[src/rtl/spq_pkg.sv]
`default_nettype none

package spq_pkg;

  // Queue depth, count width and field widths
  localparam int CAPACITY = 16;
  localparam int CNT_W    = $clog2(CAPACITY + 1);
  localparam int VALUE_W  = 32;
  localparam int PRIO_W   = 16;

  // Operation codes
  typedef enum logic {
    OP_ENQ = 1'b0,
    OP_DEQ = 1'b1
  } op_t;

  // Error codes
  typedef enum logic [1:0] {
    ERR_NONE  = 2'd0,
    ERR_EMPTY = 2'd1,
    ERR_FULL  = 2'd2
  } err_t;

  // One stored slot
  typedef struct packed {
    logic signed [VALUE_W-1:0] value;
    logic signed [PRIO_W-1:0]  prio;
  } entry_t;

  // Broadcast to every cell of the chain
  typedef struct packed {
    logic   ins;    // insert the new entry this cycle
    logic   rem;    // remove the front entry this cycle
    entry_t entry;  // the entry being inserted
  } ctrl_t;

endpackage

`default_nettype wire

[src/rtl/spq_if.sv]
`default_nettype none

// Request channel
interface spq_in_if;
  logic                                   valid;
  logic                                   ready;
  spq_pkg::op_t                           func;
  logic signed [spq_pkg::VALUE_W-1:0]     item_value;
  logic signed [spq_pkg::PRIO_W-1:0]      item_priority;

  modport source (output valid, func, item_value, item_priority, input ready);
  modport sink   (input valid, func, item_value, item_priority, output ready);
endinterface

// Status channel
interface spq_out_if;
  logic                                   valid;
  logic                                   ready;
  logic signed [spq_pkg::VALUE_W-1:0]     front_value;
  logic signed [spq_pkg::VALUE_W-1:0]     rear_value;
  logic [spq_pkg::CNT_W-1:0]              entry_count;
  logic                                   is_empty;
  spq_pkg::err_t                          op_error;

  modport source (output valid, front_value, rear_value, entry_count, is_empty, op_error,
                  input ready);
  modport sink   (input valid, front_value, rear_value, entry_count, is_empty, op_error,
                  output ready);
endinterface

`default_nettype wire

[src/rtl/spq_cell.sv]
`default_nettype none

// One slot of the sorted chain. Holds an entry, compares it against the
// incoming priority and takes its neighbour's entry when the chain shifts.
module spq_cell (
  input  wire logic            clk,
  input  wire spq_pkg::ctrl_t  ctrl_i,
  input  wire logic            occ_i,        // slot currently holds an entry
  input  wire logic            left_keep_i,  // left neighbour keeps its entry
  input  wire spq_pkg::entry_t left_i,
  input  wire spq_pkg::entry_t right_i,
  output logic                 keep_o,
  output spq_pkg::entry_t      entry_o
);

  spq_pkg::entry_t entry_r;
  spq_pkg::entry_t entry_nxt;

  // Stays put on insert when its priority is equal or higher
  assign keep_o  = occ_i && ($signed(entry_r.prio) >= $signed(ctrl_i.entry.prio));
  assign entry_o = entry_r;

  // Insert: new entry lands at the boundary, the rest move right.
  // Remove: everything moves left.
  always_comb begin
    entry_nxt = entry_r;
    if (ctrl_i.ins) begin
      if (!keep_o) begin
        entry_nxt = left_keep_i ? ctrl_i.entry : left_i;
      end
    end else if (ctrl_i.rem) begin
      entry_nxt = right_i;
    end
  end

  always_ff @(posedge clk) begin
    entry_r <= entry_nxt;
  end

endmodule

`default_nettype wire

[src/rtl/stable_priority_queue.sv]
// Sorted-list priority queue built as a chain of compare-and-shift cells.
// An accepted transaction's status is held pending, then moves to the output stage.
// Throughput: one transaction per cycle unless the output stage stalls; insert or
// remove updates all cells at once, so the chain length does not affect the rate.
// Reset: synchronous, active low; clears the entry count and the output stage.
// Slot contents are not cleared; only occupied slots are ever reported.
`default_nettype none

module stable_priority_queue (
  input  wire logic  clk,
  input  wire logic  rst_n,
  spq_in_if.sink     in_ch,
  spq_out_if.source  out_ch
);

  localparam int CAP = spq_pkg::CAPACITY;

  logic [spq_pkg::CNT_W-1:0] count_r, count_nxt;
  logic                      pend_r;
  spq_pkg::err_t             err_r, err_nxt;
  logic                      move;
  logic                      accept;

  logic                      out_valid_r;
  logic signed [spq_pkg::VALUE_W-1:0] out_front_r, out_rear_r;
  logic [spq_pkg::CNT_W-1:0] out_count_r;
  logic                      out_empty_r;
  spq_pkg::err_t             out_err_r;

  spq_pkg::ctrl_t            ctrl;
  spq_pkg::entry_t           entries [CAP];
  logic [CAP-1:0]            keep;
  logic [CAP-1:0]            occ;
  logic [CAP-1:0]            rear_sel;
  logic signed [spq_pkg::VALUE_W-1:0] rear_value;
  logic                      is_full;
  logic                      is_empty_q;

  // Handshake: a pending status moves to the output stage when it is free
  assign move        = pend_r && (!out_valid_r || out_ch.ready);
  assign in_ch.ready = !pend_r || move;
  assign accept      = in_ch.valid && in_ch.ready;

  assign is_full    = (count_r == spq_pkg::CNT_W'(CAP));
  assign is_empty_q = (count_r == '0);

  // Operation decode
  always_comb begin
    ctrl.ins         = 1'b0;
    ctrl.rem         = 1'b0;
    ctrl.entry.value = in_ch.item_value;
    ctrl.entry.prio  = in_ch.item_priority;
    count_nxt        = count_r;
    err_nxt          = err_r;
    if (accept) begin
      case (in_ch.func)
        spq_pkg::OP_ENQ: begin
          if (is_full) begin
            err_nxt = spq_pkg::ERR_FULL;
          end else begin
            ctrl.ins  = 1'b1;
            count_nxt = count_r + 1'b1;
            err_nxt   = spq_pkg::ERR_NONE;
          end
        end
        spq_pkg::OP_DEQ: begin
          if (is_empty_q) begin
            err_nxt = spq_pkg::ERR_EMPTY;
          end else begin
            ctrl.rem  = 1'b1;
            count_nxt = count_r - 1'b1;
            err_nxt   = spq_pkg::ERR_NONE;
          end
        end
        default: begin
          err_nxt = spq_pkg::ERR_NONE;
        end
      endcase
    end
  end

  // Cell chain
  for (genvar i = 0; i < CAP; i++) begin : g_cell
    spq_pkg::entry_t left_e;
    spq_pkg::entry_t right_e;
    logic            left_keep;

    assign occ[i] = (spq_pkg::CNT_W'(i) < count_r);

    if (i == 0) begin : g_head
      assign left_e    = ctrl.entry;
      assign left_keep = 1'b1;
    end else begin : g_body
      assign left_e    = entries[i-1];
      assign left_keep = keep[i-1];
    end

    if (i == CAP - 1) begin : g_tail
      assign right_e     = '0;
      assign rear_sel[i] = occ[i];
    end else begin : g_mid
      assign right_e     = entries[i+1];
      assign rear_sel[i] = occ[i] && !occ[i+1];
    end

    spq_cell u_cell (
      .clk         (clk),
      .ctrl_i      (ctrl),
      .occ_i       (occ[i]),
      .left_keep_i (left_keep),
      .left_i      (left_e),
      .right_i     (right_e),
      .keep_o      (keep[i]),
      .entry_o     (entries[i])
    );
  end

  // Rear entry: the one occupied slot whose right neighbour is free
  always_comb begin
    rear_value = '0;
    for (int i = 0; i < CAP; i++) begin
      if (rear_sel[i]) begin
        rear_value = rear_value | entries[i].value;
      end
    end
  end

  // Control state
  always_ff @(posedge clk) begin
    if (!rst_n) begin
      count_r     <= '0;
      pend_r      <= 1'b0;
      out_valid_r <= 1'b0;
    end else begin
      count_r <= count_nxt;
      if (accept) begin
        pend_r <= 1'b1;
      end else if (move) begin
        pend_r <= 1'b0;
      end
      if (move) begin
        out_valid_r <= 1'b1;
      end else if (out_ch.ready) begin
        out_valid_r <= 1'b0;
      end
    end
  end

  // Error code and output stage payload
  always_ff @(posedge clk) begin
    err_r <= err_nxt;
    if (move) begin
      out_front_r <= is_empty_q ? '1 : entries[0].value;
      out_rear_r  <= is_empty_q ? '1 : rear_value;
      out_count_r <= count_r;
      out_empty_r <= is_empty_q;
      out_err_r   <= err_r;
    end
  end

  assign out_ch.valid       = out_valid_r;
  assign out_ch.front_value = out_front_r;
  assign out_ch.rear_value  = out_rear_r;
  assign out_ch.entry_count = out_count_r;
  assign out_ch.is_empty    = out_empty_r;
  assign out_ch.op_error    = out_err_r;

  // Checks
  a_count_bound: assert property (@(posedge clk) disable iff (!rst_n)
    count_r <= spq_pkg::CNT_W'(CAP))
    else $error("entry count beyond capacity");

  a_sorted_head: assert property (@(posedge clk) disable iff (!rst_n)
    occ[1] |-> ($signed(entries[0].prio) >= $signed(entries[1].prio)))
    else $error("front pair out of priority order");

  a_full_drop: assert property (@(posedge clk) disable iff (!rst_n)
    (accept && in_ch.func == spq_pkg::OP_ENQ && is_full) |=>
      (err_r == spq_pkg::ERR_FULL && count_r == spq_pkg::CNT_W'(CAP)))
    else $error("enqueue on full queue not dropped");

  a_empty_flag: assert property (@(posedge clk) disable iff (!rst_n)
    out_valid_r |-> (out_empty_r == (out_count_r == '0)))
    else $error("empty flag disagrees with count");

endmodule

`default_nettype wire

[src/flat_wrapper.sv]
// flat-port wrapper written by rule: the top's interface ports become plain ports
module stable_priority_queue_flat 
  (clk, rst_n, in_ch_valid, in_ch_func, in_ch_item_value, in_ch_item_priority, in_ch_ready, out_ch_valid, out_ch_front_value, out_ch_rear_value, out_ch_entry_count, out_ch_is_empty, out_ch_op_error, out_ch_ready);
  spq_in_if in_ch_i ();
  spq_out_if out_ch_i ();
  input  wire logic clk;
  input  wire logic rst_n;
  input wire logic [$bits(in_ch_i.valid)-1:0] in_ch_valid;
  input wire logic [$bits(in_ch_i.func)-1:0] in_ch_func;
  input wire logic [$bits(in_ch_i.item_value)-1:0] in_ch_item_value;
  input wire logic [$bits(in_ch_i.item_priority)-1:0] in_ch_item_priority;
  output wire logic [$bits(in_ch_i.ready)-1:0] in_ch_ready;
  output wire logic [$bits(out_ch_i.valid)-1:0] out_ch_valid;
  output wire logic [$bits(out_ch_i.front_value)-1:0] out_ch_front_value;
  output wire logic [$bits(out_ch_i.rear_value)-1:0] out_ch_rear_value;
  output wire logic [$bits(out_ch_i.entry_count)-1:0] out_ch_entry_count;
  output wire logic [$bits(out_ch_i.is_empty)-1:0] out_ch_is_empty;
  output wire logic [$bits(out_ch_i.op_error)-1:0] out_ch_op_error;
  input wire logic [$bits(out_ch_i.ready)-1:0] out_ch_ready;
  assign in_ch_i.valid = in_ch_valid;
  assign in_ch_i.func = in_ch_func;
  assign in_ch_i.item_value = in_ch_item_value;
  assign in_ch_i.item_priority = in_ch_item_priority;
  assign in_ch_ready = in_ch_i.ready;
  assign out_ch_valid = out_ch_i.valid;
  assign out_ch_front_value = out_ch_i.front_value;
  assign out_ch_rear_value = out_ch_i.rear_value;
  assign out_ch_entry_count = out_ch_i.entry_count;
  assign out_ch_is_empty = out_ch_i.is_empty;
  assign out_ch_op_error = out_ch_i.op_error;
  assign out_ch_i.ready = out_ch_ready;
  stable_priority_queue u_core (.clk(clk), .rst_n(rst_n), .in_ch(in_ch_i), .out_ch(out_ch_i));
endmodule
[config.mk]
export PLATFORM = sky130hd
export DESIGN_NAME = stable_priority_queue_flat
export DESIGN_NICKNAME = d
export VERILOG_FILES = /design/src/rtl/spq_pkg.sv /design/src/rtl/spq_if.sv /design/src/rtl/spq_cell.sv /design/src/rtl/stable_priority_queue.sv /design/src/flat_wrapper.sv
export SDC_FILE = /design/constraint.sdc
export NUM_CORES = 2
export LEC_CHECK = 0
export ABC_AREA = 1
export BUFFER_PORTS_ARGS = -buffer_cell sky130_fd_sc_hd__buf_4
export CAP_MARGIN = 20
export CORE_MARGIN = 8
export CORE_UTILIZATION = 40
export CTS_BUF_LIST = sky130_fd_sc_hd__clkbuf_8 sky130_fd_sc_hd__clkbuf_16
export DETAILED_ROUTE_END_ITERATION = 8
export PLACE_DENSITY = 0.62
export SLEW_MARGIN = 0
export SYNTH_ARGS = -nofsm -noshare
export SYNTH_HDL_FRONTEND = slang
export SYNTH_SLANG_ARGS = --single-unit
[constraint.sdc]
create_clock -name clk -period 8 [get_ports clk]
set_input_delay 1.2 -clock clk [delete_from_list [all_inputs] [get_ports clk]]
set_output_delay 1.2 -clock clk [all_outputs]
set_load 0.02 [all_outputs]
### Word-level counts from Yosys, hierarchy flattened

Cells that the tools add are included.

| word-level totals | value |
|---|---|
| register bits | 849 |
| bits of input ports | 53 |
| output and inout bits | 74 |
| word-level logic and storage cells | 277 |

| operators by class | value |
|---|---|
| $add $sub $neg | 2 |
| magnitude comparators | 32 |
| eq/ne operators | 19 |
| multiplexer cells | 94 |
| bitwise logic cells | 16 |
| reductions and logical operators | 73 |

Operators with widths:

| cell | count |
|---|---|
| two-way mux 48 bit | 63 |
| two-way mux 32 bit | 16 |
| OR 32 bit | 15 |
| greater-or-equal comparator 16 bit | 16 |
| less-than comparator 4 x 5 -> 1 bit, first input constant | 8 |
| != test 2 bit, second input constant | 18 |
| logical AND 1 bit | 33 |
| AND reduction 2 bit | 16 |
| less-than comparator 3 x 5 -> 1 bit, first input constant | 4 |
| zero test 1 bit | 17 |
| less-than comparator 1 x 5 -> 1 bit, first input constant | 2 |
| less-than comparator 2 x 5 -> 1 bit, first input constant | 2 |
| two-way mux 5 bit | 2 |
| case mux 5 bit (2 select lines) | 1 |
| two-way mux 1 bit | 9 |
| nonzero test 2 bit | 3 |
| adder 5 x 1 -> 5 bit, second input constant | 1 |
| == test 5 bit, second input constant | 1 |
| zero test 5 bit | 1 |
| subtractor 5 x 1 -> 5 bit, second input constant | 1 |
| two-way mux 2 bit | 2 |
| case mux 2 bit (2 select lines) | 1 |
| AND reduction 3 bit | 1 |
| logical OR 1 bit | 2 |
| NOT 1 bit | 1 |

### Longest topological paths before layout

| logic depth | value |
|---|---|
| depth after elaboration | 34 |
| mapped depth | 19 |
| depth with buffers taken out | 17 |

### Cells and area by module

A second synthesis with hierarchy kept.

| second synthesis, totals | value |
|---|---|
| cells, all modules | 6907 |
| area total of the unflattened synthesis | 54314.6 um^2 |

Modules (own cells, without submodules):

| module | instances | cells each | area each (um^2) | seq. area each (um^2) |
|---|---|---|---|---|
| spq_cell (u_core.g_cell[0].u_cell ...) | 11 | 344 | 2879.0 | 1441.4 |
| spq_cell (u_core.g_cell[5].u_cell ...) | 5 | 344 | 2867.8 | 1441.4 |
| stable_priority_queue | 1 | 1403 | 8306.7 | 2362.3 |

### Worst setup path after synthesis

OpenSTA, ideal clock, no wires.

| timing | value |
|---|---|
| path type | input to register |
| from | in out_ch_ready |
| to | reg u_core.out_count_r (netlist bit u_core.out_ch.entry_count[0]), enable pin |
| setup time | 0.526 ns |
| arrival time | 4.733 ns |
| required time | 7.474 ns |
| setup slack | 2.741 ns |
| stages | 2 |
| buffers on the path | 0 |
| path through | inv_1 a21oi_1 |

| on the way | value |
|---|---|
| longest elaborated chain between the ends | 2 |

Ends and longest elaborated chain:

| element | RTL line | text |
|---|---|---|
| start, declared | flat_wrapper.sv:19 | `input wire logic [$bits(out_ch_i.ready)-1:0] out_ch_ready;` |
| logical OR 1 bit | stable_priority_queue.sv:40 | `assign move = pend_r && (!out_valid_r \|\| out_ch.ready);` |
| logical AND 1 bit | stable_priority_queue.sv:40 |  |
| net u_core.move | stable_priority_queue.sv:21 | `logic move;` |
| end signal, assigned | stable_priority_queue.sv:155 | `out_count_r <= count_r;` |
| end, declared | stable_priority_queue.sv:26 | `logic [spq_pkg::CNT_W-1:0] out_count_r;` |

The timed path passes the listed nets, and every way through them passes these cells.
A chain may end at the register's enable or synchronous reset.

### Final worst setup path

| timing | value |
|---|---|
| from | reg u_core.count_r[0] (netlist bit) |
| to | reg u_core.g_cell[8].u_cell.entry_r (netlist bit u_core.g_cell[8].u_cell.entry_o[47]), enable pin |

| on the way | value |
|---|---|
| longest elaborated chain between the ends | 6 |
| elaborated cells on any way between the ends | 12 |
| classes of those cells | order compare (1); eq/ne (2); mux (5); reduce/logical (4) |

Ends and longest elaborated chain:

| element | RTL line | text |
|---|---|---|
| start, declared | stable_priority_queue.sv:18 | `logic [spq_pkg::CNT_W-1:0] count_r, count_nxt;` |
| start signal, assigned | stable_priority_queue.sv:135 | `count_r <= count_nxt;` |
| zero test 5 bit | stable_priority_queue.sv:45 | `assign is_empty_q = (count_r == '0);` |
| net u_core.is_empty_q | stable_priority_queue.sv:37 | `logic is_empty_q;` |
| two-way mux 1 bit | stable_priority_queue.sv:67 | `if (is_empty_q) begin` |
| two-way mux 1 bit | stable_priority_queue.sv:56 | `case (in_ch.func)` |
| two-way mux 2 bit | stable_priority_queue.sv:55 | `if (accept) begin` |
| nonzero test 2 bit (no source line) | n/a |  |
| AND reduction 2 bit (no source line) | n/a |  |
| end signal, assigned | spq_cell.sv:37 | `entry_r <= entry_nxt;` |
| end, declared | spq_cell.sv:16 | `spq_pkg::entry_t entry_r;` |

The timed path passes the listed nets, and every way through them passes these cells.

==> qor.yml <==
sta:
  worstMarginPinSlew_ns: 1.15
  finalHoldViolations: 0
  clock.fmax_mhz: 181
  finClkSkew_ns: 0.0503
  min_period_over_period_pct: 68.9
  maxSlewHeadroom_pct: 23.1
  fin_crit_ns: 5.51
  rsz0062_at_grt: "no"
  final-max-slew-violation-count: 0
  fin_tns_setup_ns: 0
  setup-violations-final: 0
global_route:
  antenna_found_initial: 14
  grt-busiest-layer: "met2"
  grt_overflow: 0
  grt_max_degree: 193
  grt_pass1_vias: 50800
  met2_usage_pct: 42.5
  use_met1_pct: 37.7
  grt_pass1_wl_um: 327000
  track_usage_pct: 28.1
  use_met3_pct: 7.82
routing:
  route.detailed.drc: 0
  via_per_inst: 5.91
  firstDrtPassIters: 8
  avgRoutedWirePerCell_um: 24.6
  drt_first_iter_violations: 8290
  antenna_left: 0
  drt-total-wl_um: 224000
  via_count: 53600
status:
  status: "completed"
power:
  seq_power_share_pct: 39.9
  power_density_nw_per_um2: 258
  intPower_w: 0.00953
  switching_share_pct: 39.2
  ir_drop_uv: 198
  comb_power_share_pct: 31.0
  p_sw_w: 0.00616
  clkPwrFrac_pct: 29.0
  p_leak_nw: 28.7
clocking:
  cts.path.max_buffers: 3
  cts_sinks: 849
  cts_resized: 0
  cts_setup_buffers: 0
  cts_buffers: 99
  path_clk_slew_ns: 0.06
  hold_buffers: 0
  clkLatencyLatePin_ns: 0.75
  cts-htree-levels: 3
  cts_root_buffer: "clkbuf_16"
  cts_tree: "done"
placement:
  dp_hpwl_um: 132000
  io_buffer_count: 126
  gp_congestion: 0.894
  dp.cells: 8886
worst_setup_path:
  slowest_delay_ns: 1.25
  cp-start-kind: "flop"
  critPathSlowestCell: "nand2_2"
  worstSetupEndpointType: "flop"
  arrival_ns: 5.86
  worstSetupPathType: "reg2reg"
  crit_top_cell: "buf_4"
  rrSetupSlack_ns: 2.49
  cp_max_fo: 67
  cp.required_ns: 8.35
  path_cells: "clkinv_1, ha_1, nand2_1, nor2_1, inv_2, buf_4, nand3_2, nand2_2, buf_4"
final_layout:
  drive_gt1_share_pct: 6.41
  nNetsFinal: 7509
  syn_to_final_growth_pct: 9.81
  layoutNonFillerInstCount: 9072
  num-fill-cells: 13800
  regArea_um2: 25400
  multiInputGateArea_um2: 24900
logic_synthesis:
  synth_common_cells: "2601 x nand2_1, 1477 x nand3_1, 842 x edfxtp_1"
  synth_top_area_share_pct: 45.7
  synth_top_flop_cell: "edfxtp_1"
  seq_area_frac_synth_pct: 45.9
  synth_cells: 7357
  avgSynthCellArea_um2: 7.53
  yosys.cell_types.count: 34
  synth-edff-count: 842
  yosys.area.top_type: "edfxtp_1"
  synthArstFlopShare_pct: 0
  synth.most_common_cell: "nand2_1"
  synth_area_um2: 55400
  synth_fp_nets: 7670
  synth-warning-count: 0
  synth_area_leaders: "edfxtp_1 46%, nand2_1 18%, nand3_1 13%, ha_1 5.9%, inv_1 5.7%"
  synth_seq_cells: 849
floorplanning:
  die_h_um: 388
  dieArea_um2: 151000
  die_w_um: 388
  initial_utilization_pct: 40.3
  rows: 136
  io_pins: 127
  core-area_um2: 137000
worst_hold_path:
  hp-class: "reg2reg"
job:
  drv_cap: 0
[flip-flops by register name, summed over array words and instances (netlist names)]
| signal | flops |
|---|---|
| u_core.out_ch.entry_count | 5 |
| u_core.g_cell.u_cell.entry_o | 768 |
| u_core.out_ch.rear_value | 32 |
| u_core.err_r | 2 |
| u_core.out_ch.front_value | 32 |
| u_core.pend_r | 1 |
| u_core.out_ch.op_error | 2 |
| u_core.out_ch.valid | 1 |
| u_core.count_r | 5 |
| u_core.out_ch.is_empty | 1 |
[worst max-delay path: cells and delay by family, from the launching register on]
kind / cells / cell delay (ns)
fa+ha+maj: 1 / 0.34
buf+inv: 4 / 1.80
flops: 1 / 0.47
simple gates: 4 / 2.42
[through the flow]
| stage | hold WS, ns | worst slack (ns) | utilization, % | total power [W] | instance area, um^2 |
|---|---|---|---|---|---|
| after floorplan | 0.400 | 2.74 | - | 0.00907 | 55400 |
| after global placement | 0.411 | 2.29 | 41.9 | 0.0109 | 57600 |
| after detailed placement | 0.417 | 2.28 | 41.9 | 0.0110 | 57600 |
| after CTS | 0.437 | 2.65 | 44.2 | 0.0155 | 60700 |
| after global routing | 0.455 | 2.39 | 44.2 | 0.0162 | 60800 |
| final | 0.430 | 2.49 | 44.2 | 0.0157 | 60800 |
[routing by layer]
| layer | vias up | share of wire (%) |
|---|---|---|
| met5 | - | 0.0089 |
| met4 | 2 | 4.6 |
| met3 | 698 | 13 |
| met2 | 3809 | 43 |
| met1 | 25100 | 39 |
| li1 | 24000 | - |
[path summary, 6_finish.rpt]
kind / endpoint / from / depth (start not counted)
hold / removal: u_core.out_ch.op_error[1] / u_core.err_r[1] / 0
hold reg to reg: u_core.out_ch.op_error[1] / u_core.err_r[1] / 0
setup reg to reg: u_core.g_cell[8].u_cell.entry_o[47] / u_core.count_r[0] / 9
setup / recovery: u_core.g_cell[8].u_cell.entry_o[47] / u_core.count_r[0] / 9
[power by group through the flow]
stage | logic, W | registers, W | clock network (W)
floorplan | 0.00286 | 0.00621 | 0
global placement | 0.00459 | 0.00632 | 0
detailed placement | 0.00466 | 0.00632 | 0
CTS | 0.00468 | 0.00624 | 0.00459
global route | 0.00519 | 0.00631 | 0.00473
finish | 0.00487 | 0.00626 | 0.00455
[cell usage in the layout, fill, tap and decap left out, types with 7 or more instances in the layout]
cell / n
a21oi_1: 171
nor4_1: 30
nand4_1: 37
o2111ai_1: 25
nor2_1: 235
o221ai_1: 7
buf_4: 233
inv_1: 847
a221oi_1: 27
nor2_4: 7
o21ai_0: 144
clkinv_2: 26
ha_1: 260
o21bai_1: 15
nand2_1: 2564
inv_2: 10
clkbuf_16: 101
edfxtp_1: 842
nand3_2: 18
o22ai_1: 58
clkinv_1: 37
nor3_1: 33
nand3_1: 1458
nand2_2: 38
[logic make-up (layout without fill, tap and decap cells)]
| family | count (synthesis) | after routing | share of synthesized area, % |
|---|---|---|---|
| AND/OR/NAND/NOR | 4425 | 4425 | 33.8 |
| buffers and inverters | 1360 | 1278 | 9.60 |
| adder cells (fa/ha/maj) | 260 | 260 | 5.87 |
| flip-flops | 849 | 849 | 45.9 |
| other | 0 | 3 | 0 |
| XOR/XNOR | 1 | 1 | 0.0158 |
| AO/OA/AOI/OAI | 462 | 462 | 4.83 |
[cell type report]
type | count | share of cell area [%]
Antenna cell | 3 | 0.0123
Inverter | 860 | 5.32
Clock inverter | 73 | 0.852
Timing Repair Buffer | 238 | 3.05
Tap cell | 1794 | 3.69
Multi-Input combinational cell | 5148 | 41.0
Clock buffer | 107 | 4.29
Sequential cell | 849 | 41.8
Power figures use the tool's default switching activity.
